--- src/rtl/mpd_pkg.sv ---
// package: widths, constants, state and control types of the masked patch distance block
`timescale 1ns / 1ps
`default_nettype none

package mpd_pkg;

    localparam int IMG_DIM_W  = 11;
    localparam int WIN_W      = 4;
    localparam int COORD_W    = 10;
    localparam int COLOR_W    = 24;
    localparam int CH_W       = 8;
    localparam int DIST_W     = 17;
    localparam int OFFSET_W   = 8;
    localparam int WACC_W     = 33;
    localparam int WSUM_W     = 15;
    localparam int DEN_W      = 33;
    localparam int DIV_W      = 50;
    localparam int QUO_W      = 18;
    localparam int CNT_W      = 5;
    localparam int SQ_W       = 18;
    localparam int TERM_W     = 25;
    localparam int POS_W      = 12;
    localparam int CFG_IDX_W  = 2;
    localparam int CFG_DATA_W = 11;

    localparam int DEFAULT_MAX_WINDOW = 15;
    localparam int DEFAULT_MAX_DIM    = 1024;

    localparam int DIV_STEPS = QUO_W;
    localparam int RS_STEPS  = OFFSET_W;

    localparam logic [SQ_W-1:0]       FULL_PENALTY    = 18'd195075;
    localparam logic [6:0]            HIGH_WEIGHT     = 7'd100;
    localparam logic [DIST_W-1:0]     DIST_ONE        = 17'd65536;
    localparam logic [IMG_DIM_W-1:0]  RST_IMAGE_DIM   = 11'd1024;
    localparam logic [WIN_W-1:0]      RST_PATCH_SIDE  = 4'd5;

    localparam logic [CFG_IDX_W-1:0] CFG_IMAGE_WIDTH  = 2'd0;
    localparam logic [CFG_IDX_W-1:0] CFG_IMAGE_HEIGHT = 2'd1;
    localparam logic [CFG_IDX_W-1:0] CFG_PATCH_SIDE   = 2'd2;

    typedef enum logic [2:0] {
        ST_IDLE,
        ST_ACCUM,
        ST_DEN,
        ST_PREP,
        ST_DIV,
        ST_FINISH,
        ST_RS_DIV,
        ST_RS_APPLY
    } t_state;

    typedef struct packed {
        logic accept;
        logic accum;
        logic den_load;
        logic div_load;
        logic div_step;
        logic out_load;
        logic rs_load;
        logic rs_apply;
    } t_cmd;

    typedef struct packed {
        logic rs_pending;
        logic last;
        logic empty;
        logic out_free;
    } t_status;

endpackage

`default_nettype wire

--- src/rtl/mpd_ctrl.sv ---
// controller: sequences accumulation, final division and offset resync
`timescale 1ns / 1ps
`default_nettype none

module mpd_ctrl
    import mpd_pkg::*;
(
    input  wire logic    i_clk,
    input  wire logic    i_rst_n,
    input  wire logic    i_in_valid,
    output logic         o_in_ready,
    input  wire t_status i_status,
    output t_cmd         o_cmd
);

    t_state           r_state;
    t_state           n_state;
    logic [CNT_W-1:0] r_cnt;
    logic [CNT_W-1:0] n_cnt;

    always_ff @(posedge i_clk) begin
        if (!i_rst_n) begin
            r_state <= ST_IDLE;
            r_cnt   <= '0;
        end else begin
            r_state <= n_state;
            r_cnt   <= n_cnt;
        end
    end

    always_comb begin
        n_state    = r_state;
        n_cnt      = r_cnt;
        o_cmd      = '0;
        o_in_ready = 1'b0;
        case (r_state)
            ST_IDLE: begin
                if (i_status.rs_pending) begin
                    o_cmd.rs_load = 1'b1;
                    n_cnt         = '0;
                    n_state       = ST_RS_DIV;
                end else begin
                    o_in_ready = 1'b1;
                    if (i_in_valid) begin
                        o_cmd.accept = 1'b1;
                        n_state      = ST_ACCUM;
                    end
                end
            end
            ST_ACCUM: begin
                o_cmd.accum = 1'b1;
                n_state     = i_status.last ? ST_DEN : ST_IDLE;
            end
            ST_DEN: begin
                o_cmd.den_load = 1'b1;
                n_state        = i_status.empty ? ST_FINISH : ST_PREP;
            end
            ST_PREP: begin
                o_cmd.div_load = 1'b1;
                n_cnt          = '0;
                n_state        = ST_DIV;
            end
            ST_DIV: begin
                o_cmd.div_step = 1'b1;
                n_cnt          = r_cnt + CNT_W'(1);
                if (r_cnt == CNT_W'(DIV_STEPS - 1)) begin
                    n_state = ST_FINISH;
                end
            end
            ST_FINISH: begin
                if (i_status.out_free) begin
                    o_cmd.out_load = 1'b1;
                    n_state        = ST_IDLE;
                end
            end
            ST_RS_DIV: begin
                o_cmd.div_step = 1'b1;
                n_cnt          = r_cnt + CNT_W'(1);
                if (r_cnt == CNT_W'(RS_STEPS - 1)) begin
                    n_state = ST_RS_APPLY;
                end
            end
            ST_RS_APPLY: begin
                o_cmd.rs_apply = 1'b1;
                n_state        = ST_IDLE;
            end
            default: begin
                n_state = ST_IDLE;
            end
        endcase
    end

endmodule

`default_nettype wire

--- src/rtl/mpd_datapath.sv ---
// datapath: config registers, offset walk, bounds and color terms, sums, divider, output register
`timescale 1ns / 1ps
`default_nettype none

module mpd_datapath
    import mpd_pkg::*;
#(
    parameter int MAX_WINDOW = DEFAULT_MAX_WINDOW,
    parameter int MAX_DIM    = DEFAULT_MAX_DIM
) (
    input  wire logic                  i_clk,
    input  wire logic                  i_rst_n,
    input  wire logic                  i_cfg_valid,
    input  wire logic [CFG_IDX_W-1:0]  i_cfg_index,
    input  wire logic [CFG_DATA_W-1:0] i_cfg_data,
    input  wire logic [COORD_W-1:0]    i_source_x,
    input  wire logic [COORD_W-1:0]    i_source_y,
    input  wire logic [COORD_W-1:0]    i_target_x,
    input  wire logic [COORD_W-1:0]    i_target_y,
    input  wire logic                  i_source_in_mask,
    input  wire logic                  i_target_in_mask,
    input  wire logic                  i_confident,
    input  wire logic [COLOR_W-1:0]    i_source_color,
    input  wire logic [COLOR_W-1:0]    i_target_color,
    input  wire logic                  i_out_ready,
    output logic                       o_out_valid,
    output logic [DIST_W-1:0]          o_distance,
    output logic                       o_empty_window,
    input  wire t_cmd                  i_cmd,
    output t_status                    o_status
);

    localparam int CAP      = ((MAX_WINDOW - 1) / 2) * 2 + 1;
    localparam int SIDE_MAX = (CAP > 15) ? 15 : CAP;
    localparam int SIDE_W   = $clog2(SIDE_MAX + 1);
    localparam int DIM_CAP  = (MAX_DIM > 2047) ? 2047 : MAX_DIM;

    function automatic logic [15:0] sq_chan(input logic [CH_W-1:0] a, input logic [CH_W-1:0] b);
        logic [CH_W-1:0] d;
        d = (a >= b) ? (a - b) : (b - a);
        return 16'(d) * 16'(d);
    endfunction

    function automatic logic in_bounds(input logic [POS_W-1:0] x, input logic [POS_W-1:0] y,
                                       input logic [IMG_DIM_W-1:0] w,
                                       input logic [IMG_DIM_W-1:0] h);
        return !x[POS_W-1] && !y[POS_W-1] && (x[IMG_DIM_W-1:0] < w) && (y[IMG_DIM_W-1:0] < h);
    endfunction

    // configuration
    logic [IMG_DIM_W-1:0] r_image_width;
    logic [IMG_DIM_W-1:0] r_image_height;
    logic [WIN_W-1:0]     r_patch_side;
    logic                 r_rs_pending;

    // offset walk
    logic [OFFSET_W-1:0]  r_offset;
    logic [SIDE_W-1:0]    r_col;
    logic [SIDE_W-1:0]    r_row;

    // item stage
    logic [SQ_W-1:0]      r_sq;
    logic                 r_t_ok;
    logic                 r_s_ok;
    logic                 r_conf;
    logic                 r_last;

    // sums and divider
    logic [WACC_W-1:0]    r_wacc;
    logic [WSUM_W-1:0]    r_wsum;
    logic [DEN_W-1:0]     r_den;
    logic [DIV_W-1:0]     r_rem;
    logic [DIV_W-1:0]     r_dsh;
    logic [QUO_W-1:0]     r_q;

    // output register
    logic                 r_out_valid;
    logic [DIST_W-1:0]    r_distance;
    logic                 r_empty;

    logic [WIN_W-1:0]     n_wm1;
    logic [WIN_W-1:0]     n_side4;
    logic [SIDE_W-1:0]    n_side;
    logic [SIDE_W-1:0]    n_half;
    logic [15:0]          n_count;
    logic                 n_over;
    logic                 n_last;
    logic [SIDE_W-1:0]    n_col_eff;
    logic [SIDE_W-1:0]    n_row_eff;
    logic [IMG_DIM_W-1:0] n_w_eff;
    logic [IMG_DIM_W-1:0] n_h_eff;
    logic [POS_W-1:0]     n_sx;
    logic [POS_W-1:0]     n_sy;
    logic [POS_W-1:0]     n_tx;
    logic [POS_W-1:0]     n_ty;
    logic [SQ_W-1:0]      n_sq;
    logic [SQ_W-1:0]      n_val;
    logic [TERM_W-1:0]    n_term;
    logic [DIV_W:0]       n_sub;
    logic                 n_ge;
    logic                 n_q_sat;

    always_comb begin
        n_wm1   = r_patch_side - WIN_W'(1);
        n_side4 = (r_patch_side == '0) ? WIN_W'(1) : {n_wm1[WIN_W-1:1], 1'b1};
        n_side  = (32'(n_side4) > SIDE_MAX) ? SIDE_W'(SIDE_MAX) : SIDE_W'(n_side4);
        n_half  = (n_side - SIDE_W'(1)) >> 1;
        n_count = 16'(n_side) * 16'(n_side);
        n_over  = 16'(r_offset) >= n_count;
        n_last  = (16'(r_offset) + 16'd1) >= n_count;

        n_col_eff = n_over ? (n_side - SIDE_W'(1)) : r_col;
        n_row_eff = n_over ? (n_side - SIDE_W'(1)) : r_row;

        n_w_eff = (32'(r_image_width) > DIM_CAP) ? IMG_DIM_W'(DIM_CAP) : r_image_width;
        n_h_eff = (32'(r_image_height) > DIM_CAP) ? IMG_DIM_W'(DIM_CAP) : r_image_height;

        n_sx = POS_W'(i_source_x) + POS_W'(n_col_eff) - POS_W'(n_half);
        n_sy = POS_W'(i_source_y) + POS_W'(n_row_eff) - POS_W'(n_half);
        n_tx = POS_W'(i_target_x) + POS_W'(n_col_eff) - POS_W'(n_half);
        n_ty = POS_W'(i_target_y) + POS_W'(n_row_eff) - POS_W'(n_half);

        n_sq = SQ_W'(sq_chan(i_source_color[7:0],   i_target_color[7:0]))
             + SQ_W'(sq_chan(i_source_color[15:8],  i_target_color[15:8]))
             + SQ_W'(sq_chan(i_source_color[23:16], i_target_color[23:16]));

        n_val  = r_s_ok ? r_sq : FULL_PENALTY;
        n_term = r_conf ? (TERM_W'(n_val) * TERM_W'(HIGH_WEIGHT)) : TERM_W'(n_val);

        n_sub = {1'b0, r_rem} - {1'b0, r_dsh};
        n_ge  = !n_sub[DIV_W];

        n_q_sat = r_q[QUO_W-1] || (r_q[DIST_W-1:0] > DIST_ONE);
    end

    always_ff @(posedge i_clk) begin
        if (!i_rst_n) begin
            r_image_width  <= RST_IMAGE_DIM;
            r_image_height <= RST_IMAGE_DIM;
            r_patch_side   <= RST_PATCH_SIDE;
            r_rs_pending   <= 1'b0;
        end else begin
            r_rs_pending <= (r_rs_pending && !i_cmd.rs_load)
                         || (i_cfg_valid && (i_cfg_index == CFG_PATCH_SIDE));
            if (i_cfg_valid) begin
                case (i_cfg_index)
                    CFG_IMAGE_WIDTH:  r_image_width  <= i_cfg_data;
                    CFG_IMAGE_HEIGHT: r_image_height <= i_cfg_data;
                    CFG_PATCH_SIDE:   r_patch_side   <= i_cfg_data[WIN_W-1:0];
                    default: ;
                endcase
            end
        end
    end

    always_ff @(posedge i_clk) begin
        if (!i_rst_n) begin
            r_offset <= '0;
            r_col    <= '0;
            r_row    <= '0;
        end else if (i_cmd.accept) begin
            if (n_last) begin
                r_offset <= '0;
                r_col    <= '0;
                r_row    <= '0;
            end else begin
                r_offset <= r_offset + OFFSET_W'(1);
                if (r_col == n_side - SIDE_W'(1)) begin
                    r_col <= '0;
                    r_row <= r_row + SIDE_W'(1);
                end else begin
                    r_col <= r_col + SIDE_W'(1);
                end
            end
        end else if (i_cmd.rs_apply) begin
            r_row <= r_q[SIDE_W-1:0];
            r_col <= r_rem[SIDE_W-1:0];
        end
    end

    always_ff @(posedge i_clk) begin
        if (i_cmd.accept) begin
            r_sq   <= n_sq;
            r_t_ok <= in_bounds(n_tx, n_ty, n_w_eff, n_h_eff) && i_target_in_mask;
            r_s_ok <= in_bounds(n_sx, n_sy, n_w_eff, n_h_eff) && i_source_in_mask;
            r_conf <= i_confident;
            r_last <= n_last;
        end
    end

    always_ff @(posedge i_clk) begin
        if (!i_rst_n) begin
            r_wacc <= '0;
            r_wsum <= '0;
        end else if (i_cmd.out_load) begin
            r_wacc <= '0;
            r_wsum <= '0;
        end else if (i_cmd.accum && r_t_ok) begin
            r_wacc <= r_wacc + WACC_W'(n_term);
            r_wsum <= r_wsum + (r_conf ? WSUM_W'(HIGH_WEIGHT) : WSUM_W'(1));
        end
    end

    // shared restoring divider: final quotient and offset resync
    always_ff @(posedge i_clk) begin
        if (i_cmd.den_load) begin
            r_den <= DEN_W'(FULL_PENALTY) * DEN_W'(r_wsum);
        end
        if (i_cmd.div_load) begin
            r_rem <= DIV_W'({r_wacc, 16'b0}) + DIV_W'(r_den[DEN_W-1:1]);
            r_dsh <= DIV_W'({r_den, 17'b0});
            r_q   <= '0;
        end else if (i_cmd.rs_load) begin
            r_rem <= DIV_W'(r_offset);
            r_dsh <= DIV_W'(n_side) << (OFFSET_W - 1);
            r_q   <= '0;
        end else if (i_cmd.div_step) begin
            if (n_ge) begin
                r_rem <= n_sub[DIV_W-1:0];
            end
            r_q   <= {r_q[QUO_W-2:0], n_ge};
            r_dsh <= r_dsh >> 1;
        end
    end

    always_ff @(posedge i_clk) begin
        if (!i_rst_n) begin
            r_out_valid <= 1'b0;
        end else if (i_cmd.out_load) begin
            r_out_valid <= 1'b1;
        end else if (i_out_ready) begin
            r_out_valid <= 1'b0;
        end
    end

    always_ff @(posedge i_clk) begin
        if (i_cmd.out_load) begin
            r_empty    <= (r_wsum == '0);
            r_distance <= ((r_wsum == '0) || n_q_sat) ? DIST_ONE : r_q[DIST_W-1:0];
        end
    end

    assign o_out_valid    = r_out_valid;
    assign o_distance     = r_distance;
    assign o_empty_window = r_empty;

    assign o_status.rs_pending = r_rs_pending;
    assign o_status.last       = r_last;
    assign o_status.empty      = (r_wsum == '0);
    assign o_status.out_free   = !r_out_valid || i_out_ready;

endmodule

`default_nettype wire

--- src/rtl/masked_patch_distance_top.sv ---
// top level: masked confidence-weighted patch distance over one window
//
//  channel | direction | signals                                   | transfer when
//  in      | input     | i_in_valid, o_in_ready, nine field ports  | i_in_valid & o_in_ready
//  out     | output    | o_out_valid, i_out_ready, distance, empty | o_out_valid & i_out_ready
//  cfg     | input     | i_cfg_valid, o_cfg_ready, index, data     | i_cfg_valid & o_cfg_ready
//
//  an offset item: capture of bounds and color terms, then accumulate, input held off
//  after the last offset: denominator multiply, load, 18-step restoring divider, output
//  load (only denominator multiply and output load when nothing counted)
//  a patch side write holds off the next item for the resync: load, 8-step resync, apply
//  the result sits in an output register; the load waits while that is full and unread
//  synchronous active-low reset clears the walk, sums and output valid; no clearing pass
`timescale 1ns / 1ps
`default_nettype none

module masked_patch_distance_top
    import mpd_pkg::*;
#(
    parameter int MAX_WINDOW = DEFAULT_MAX_WINDOW,
    parameter int MAX_DIM    = DEFAULT_MAX_DIM
) (
    input  wire logic                  i_clk,
    input  wire logic                  i_rst_n,
    input  wire logic                  i_cfg_valid,
    output logic                       o_cfg_ready,
    input  wire logic [CFG_IDX_W-1:0]  i_cfg_index,
    input  wire logic [CFG_DATA_W-1:0] i_cfg_data,
    input  wire logic                  i_in_valid,
    output logic                       o_in_ready,
    input  wire logic [COORD_W-1:0]    i_source_x,
    input  wire logic [COORD_W-1:0]    i_source_y,
    input  wire logic [COORD_W-1:0]    i_target_x,
    input  wire logic [COORD_W-1:0]    i_target_y,
    input  wire logic                  i_source_in_mask,
    input  wire logic                  i_target_in_mask,
    input  wire logic                  i_confident,
    input  wire logic [COLOR_W-1:0]    i_source_color,
    input  wire logic [COLOR_W-1:0]    i_target_color,
    output logic                       o_out_valid,
    input  wire logic                  i_out_ready,
    output logic [DIST_W-1:0]          o_distance,
    output logic                       o_empty_window
);

    t_cmd    w_cmd;
    t_status w_status;

    assign o_cfg_ready = 1'b1;

    mpd_ctrl u_ctrl (
        .i_clk      (i_clk),
        .i_rst_n    (i_rst_n),
        .i_in_valid (i_in_valid),
        .o_in_ready (o_in_ready),
        .i_status   (w_status),
        .o_cmd      (w_cmd)
    );

    mpd_datapath #(
        .MAX_WINDOW (MAX_WINDOW),
        .MAX_DIM    (MAX_DIM)
    ) u_datapath (
        .i_clk            (i_clk),
        .i_rst_n          (i_rst_n),
        .i_cfg_valid      (i_cfg_valid),
        .i_cfg_index      (i_cfg_index),
        .i_cfg_data       (i_cfg_data),
        .i_source_x       (i_source_x),
        .i_source_y       (i_source_y),
        .i_target_x       (i_target_x),
        .i_target_y       (i_target_y),
        .i_source_in_mask (i_source_in_mask),
        .i_target_in_mask (i_target_in_mask),
        .i_confident      (i_confident),
        .i_source_color   (i_source_color),
        .i_target_color   (i_target_color),
        .i_out_ready      (i_out_ready),
        .o_out_valid      (o_out_valid),
        .o_distance       (o_distance),
        .o_empty_window   (o_empty_window),
        .i_cmd            (w_cmd),
        .o_status         (w_status)
    );

    a_one_cmd: assert property (@(posedge i_clk) disable iff (!i_rst_n)
        $onehot0(w_cmd))
        else $error("more than one datapath command in a cycle");

    a_no_back_to_back: assert property (@(posedge i_clk) disable iff (!i_rst_n)
        (i_in_valid && o_in_ready) |=> !o_in_ready)
        else $error("input taken again before accumulation");

    a_out_from_load: assert property (@(posedge i_clk) disable iff (!i_rst_n)
        $rose(o_out_valid) |-> $past(w_cmd.out_load))
        else $error("result valid without a load");

    a_empty_is_one: assert property (@(posedge i_clk) disable iff (!i_rst_n)
        (o_out_valid && o_empty_window) |-> (o_distance == DIST_ONE))
        else $error("empty window with distance other than one");

endmodule

`default_nettype wire
--- config.mk ---
export PLATFORM = sky130hd
export DESIGN_NAME = masked_patch_distance_top
export DESIGN_NICKNAME = d
export VERILOG_FILES = /design/src/rtl/mpd_pkg.sv /design/src/rtl/mpd_ctrl.sv /design/src/rtl/mpd_datapath.sv /design/src/rtl/masked_patch_distance_top.sv
export SDC_FILE = /design/constraint.sdc
export NUM_CORES = 2
export LEC_CHECK = 0
export ABC_AREA = 1
export BUFFER_PORTS_ARGS = -buffer_cell sky130_fd_sc_hd__buf_2
export CAP_MARGIN = 25
export CORE_MARGIN = 1.5
export CORE_UTILIZATION = 50
export DETAILED_ROUTE_END_ITERATION = 8
export PLACE_DENSITY_LB_ADDON = 0.2
export SLEW_MARGIN = 10
export SYNTH_ARGS = -nofsm -noshare
export SYNTH_HDL_FRONTEND = slang
export SYNTH_SLANG_ARGS = --single-unit
--- constraint.sdc ---
create_clock -name i_clk -period 15.85 [get_ports i_clk]
set_input_delay 0.7925 -clock i_clk [delete_from_list [all_inputs] [get_ports i_clk]]
set_output_delay 0.7925 -clock i_clk [all_outputs]
set_load 0.02 [all_outputs]
==> flow_summary.toml <==
[placement]
hpwl_um = 84100
gp_congestion = 0.9622
port_buffers = 128

[worst_setup_path]
worst-setup-path-type = "in -> reg"
worst_ep_arrival_time_ns = 10.29
max_stage_delay_ns = 0.55
required_ns = 16.14
slowest_stage = "fa_1"
path_max_fanout = 10
worst_setup_path_end_kind = "flip-flop"
setup.worst_path.start_class = "primary input"
cp_common_cell = "fa_1"

[timing]
worst_pin_slew_ns = 1.014
fin_tns_setup_ns = 0
fmax_mhz = 99.98
finalMaxSlewViolations = 0
rsz0062_at_grt = "false"
fin_skew_ns = 0.03603
slew-limit-headroom = 0.3190
finalSetupViolCount = 0
period_minus_slack_ns = 10.00
timing.final.crit_share = 0.6311
hold_viol = 0

[clock_tree]
htree_levels = 2
clock_latency_ns = 0.57
cts.sinks = 291
postCtsSetupBuffers = 0
cts_tree = "built"
clk_pin_slew_ns = 0.05
cts_resized = 0
root_buffer = "clkbuf_16"
clockBufferDepth = 3
numCtsBuffers = 35
ctsHoldBuffers = 0

[final_layout]
mostFrequentLayoutCell = "nand2_1"
layout_common_cells = "nand2_1, inv_1, ha_1"
diodes = 0
fill_cells = 7389
syn_to_final_growth_pct = 7.176
layout-drive-gt1-share = 0.05497
nNetsFinal = 6362

[route]
drt_iter0_markers = 2240
wirelength_um = 99910
drtPass1Iterations = 6
num_vias = 34016
ant_nets = 0
viasPerCell = 5.220
drc_errors = 0
wl_per_cell_um = 15.33

[logic_synthesis]
ys_warn_count = 0
ys_top_cells_by_area = "ha_1, edfxtp_1, nand2_1"
yosysSeqAreaShare = 0.1942
synth_top_cell_by_area = "ha_1"
synth_top_area_frac = 0.1707
syn_area_sq_mm = 0.03805
syn_avg_cell_area_sq_um = 7.022
ys_types = 58
netlist_instances = 5418
ys_ff_latch = 291
synthesis.nets = 6259

[floorplanning]
io_pins = 130
initial_core_util = 0.5085
die_w_um = 278.8
core_area_sq_mm = 0.07482
die_h_um = 278.8
rows = 100
dieArea_sq_mm = 0.07775

[min_path]
hold_path_class = "in -> reg"

[global_routing]
antenna_found_initial = 0
overflow = 0
grt_pass1_wl_um = 165000
grt_start_max_net_pins = 95
first_global_vias = 33180
grt_usage = 0.2595

[flow_run]
cap_violations = 0

[outcome]
status = "finished clean"
## path summary, 6_finish.rpt
kind                              start               endpoint  slack [ns]  cells past startpoint
min reg2reg       u_datapath.r_wacc[32]  u_datapath.r_wacc[32]        0.46                      2
max reg2reg  u_datapath.r_patch_side[0]      u_datapath.r_s_ok        7.71                     43
max                   i_source_color[0]    u_datapath.r_sq[14]        5.85                     41
min                         i_confident      u_datapath.r_conf        0.44                      1
## area by class of cell
type / count / area (sq um) / share of cell area
clock inverter: 14 / 142.6 / 0.003498
inverter: 1128 / 4239 / 0.1040
timing repair buffer: 140 / 747.0 / 0.01832
sequential: 291 / 7387 / 0.1812
clock buffer: 50 / 1015 / 0.02489
multi-input combinational: 3925 / 26030 / 0.6384
tap: 969 / 1212 / 0.02973
## state kept, by name, summed over array words and instances (netlist names), 3 cells and up
register / flops
u_datapath.r_dsh: 50
u_datapath.r_rem: 50
u_datapath.r_den: 33
u_datapath.r_wacc: 33
u_datapath.r_q: 18
u_datapath.r_sq: 18
u_datapath.o_distance: 17
u_datapath.r_wsum: 15
u_datapath.r_image_height: 11
u_datapath.r_image_width: 11
u_datapath.r_offset: 8
u_ctrl.r_cnt: 5
u_datapath.r_col: 4
u_datapath.r_patch_side: 4
u_datapath.r_row: 4
u_ctrl.r_state: 3
## Yosys cell counts, drive strengths merged
| library cell | count |
|---|---|
| nand2 | 1258 |
| inv | 1127 |
| nor2 | 522 |
| ha | 519 |
| a21oi | 328 |
| o21ai | 295 |
| nand3 | 278 |
| fa | 213 |
| edfxtp | 156 |
| dfxtp | 135 |
| xor2 | 124 |
| nand4 | 72 |
| nor3 | 67 |
| xnor2 | 55 |
| buf | 46 |
| o21bai | 30 |
| clkbuf | 28 |
| nand3b | 27 |
| a21o | 21 |
| o22ai | 21 |
| o211ai | 15 |
| a31oi | 14 |
| o21a | 12 |
| nor4 | 11 |
| or2 | 10 |
| a211oi | 7 |
| a21boi | 6 |
| o221ai | 4 |
| o31ai | 4 |
| and2 | 3 |
| o2111ai | 3 |
| nor3b | 2 |
| o311ai | 2 |
| and3 | 1 |
| clkinv | 1 |
| conb | 1 |
## critical path: cells and delay by family
kind / cells / cell delay, ns
adder cells (fa/ha/maj): 14 / 6.24
buffers and inverters: 13 / 0.84
AND/OR/NAND/NOR: 7 / 0.88
AO/OA/AOI/OAI: 5 / 1.28
XOR/XNOR: 2 / 0.27
## cells by family after synthesis
kind of cell,Yosys count,share of synthesized area
other,1,0.00009857
buffers and inverters,1202,0.1220
adders and majority gates,732,0.2828
xor gates and xnor gates,179,0.04180
and+or+nand+nor,2251,0.2489
DFF,291,0.1942
AOI/OAI and AO/OA,762,0.1103
## through the flow
step           setup WS (ns)  utilization  hold WS [ns]  instance area, sq um  std cells
6_report               5.848       0.5450        0.4359                 40780       6517
5_1_grt                5.215       0.5450        0.4295                 40780       6517
4_1_cts                5.824       0.5447        0.4184                 40760       6516
3_5_place_dp           5.264       0.5292        0.4583                 39600       6452
3_3_place_gp           5.339       0.5290        0.4486                 39580       6450
2_1_floorplan          6.006            -        0.4389                 38050       5418
## per-layer routing
metal	vias to the layer above	part of all wire	wire (um)	GRT usage
li1	17465	-	-	-
met2	732	0.47	47360	0.4581
met4	0	0.021	2147	0.05881
met3	129	0.044	4434	0.02117
met1	15690	0.46	45960	0.3442
met5	-	0	0	0
Power is not shown: default switching activity piles up to over one toggle a cycle in this logic, so the estimate is an artifact.
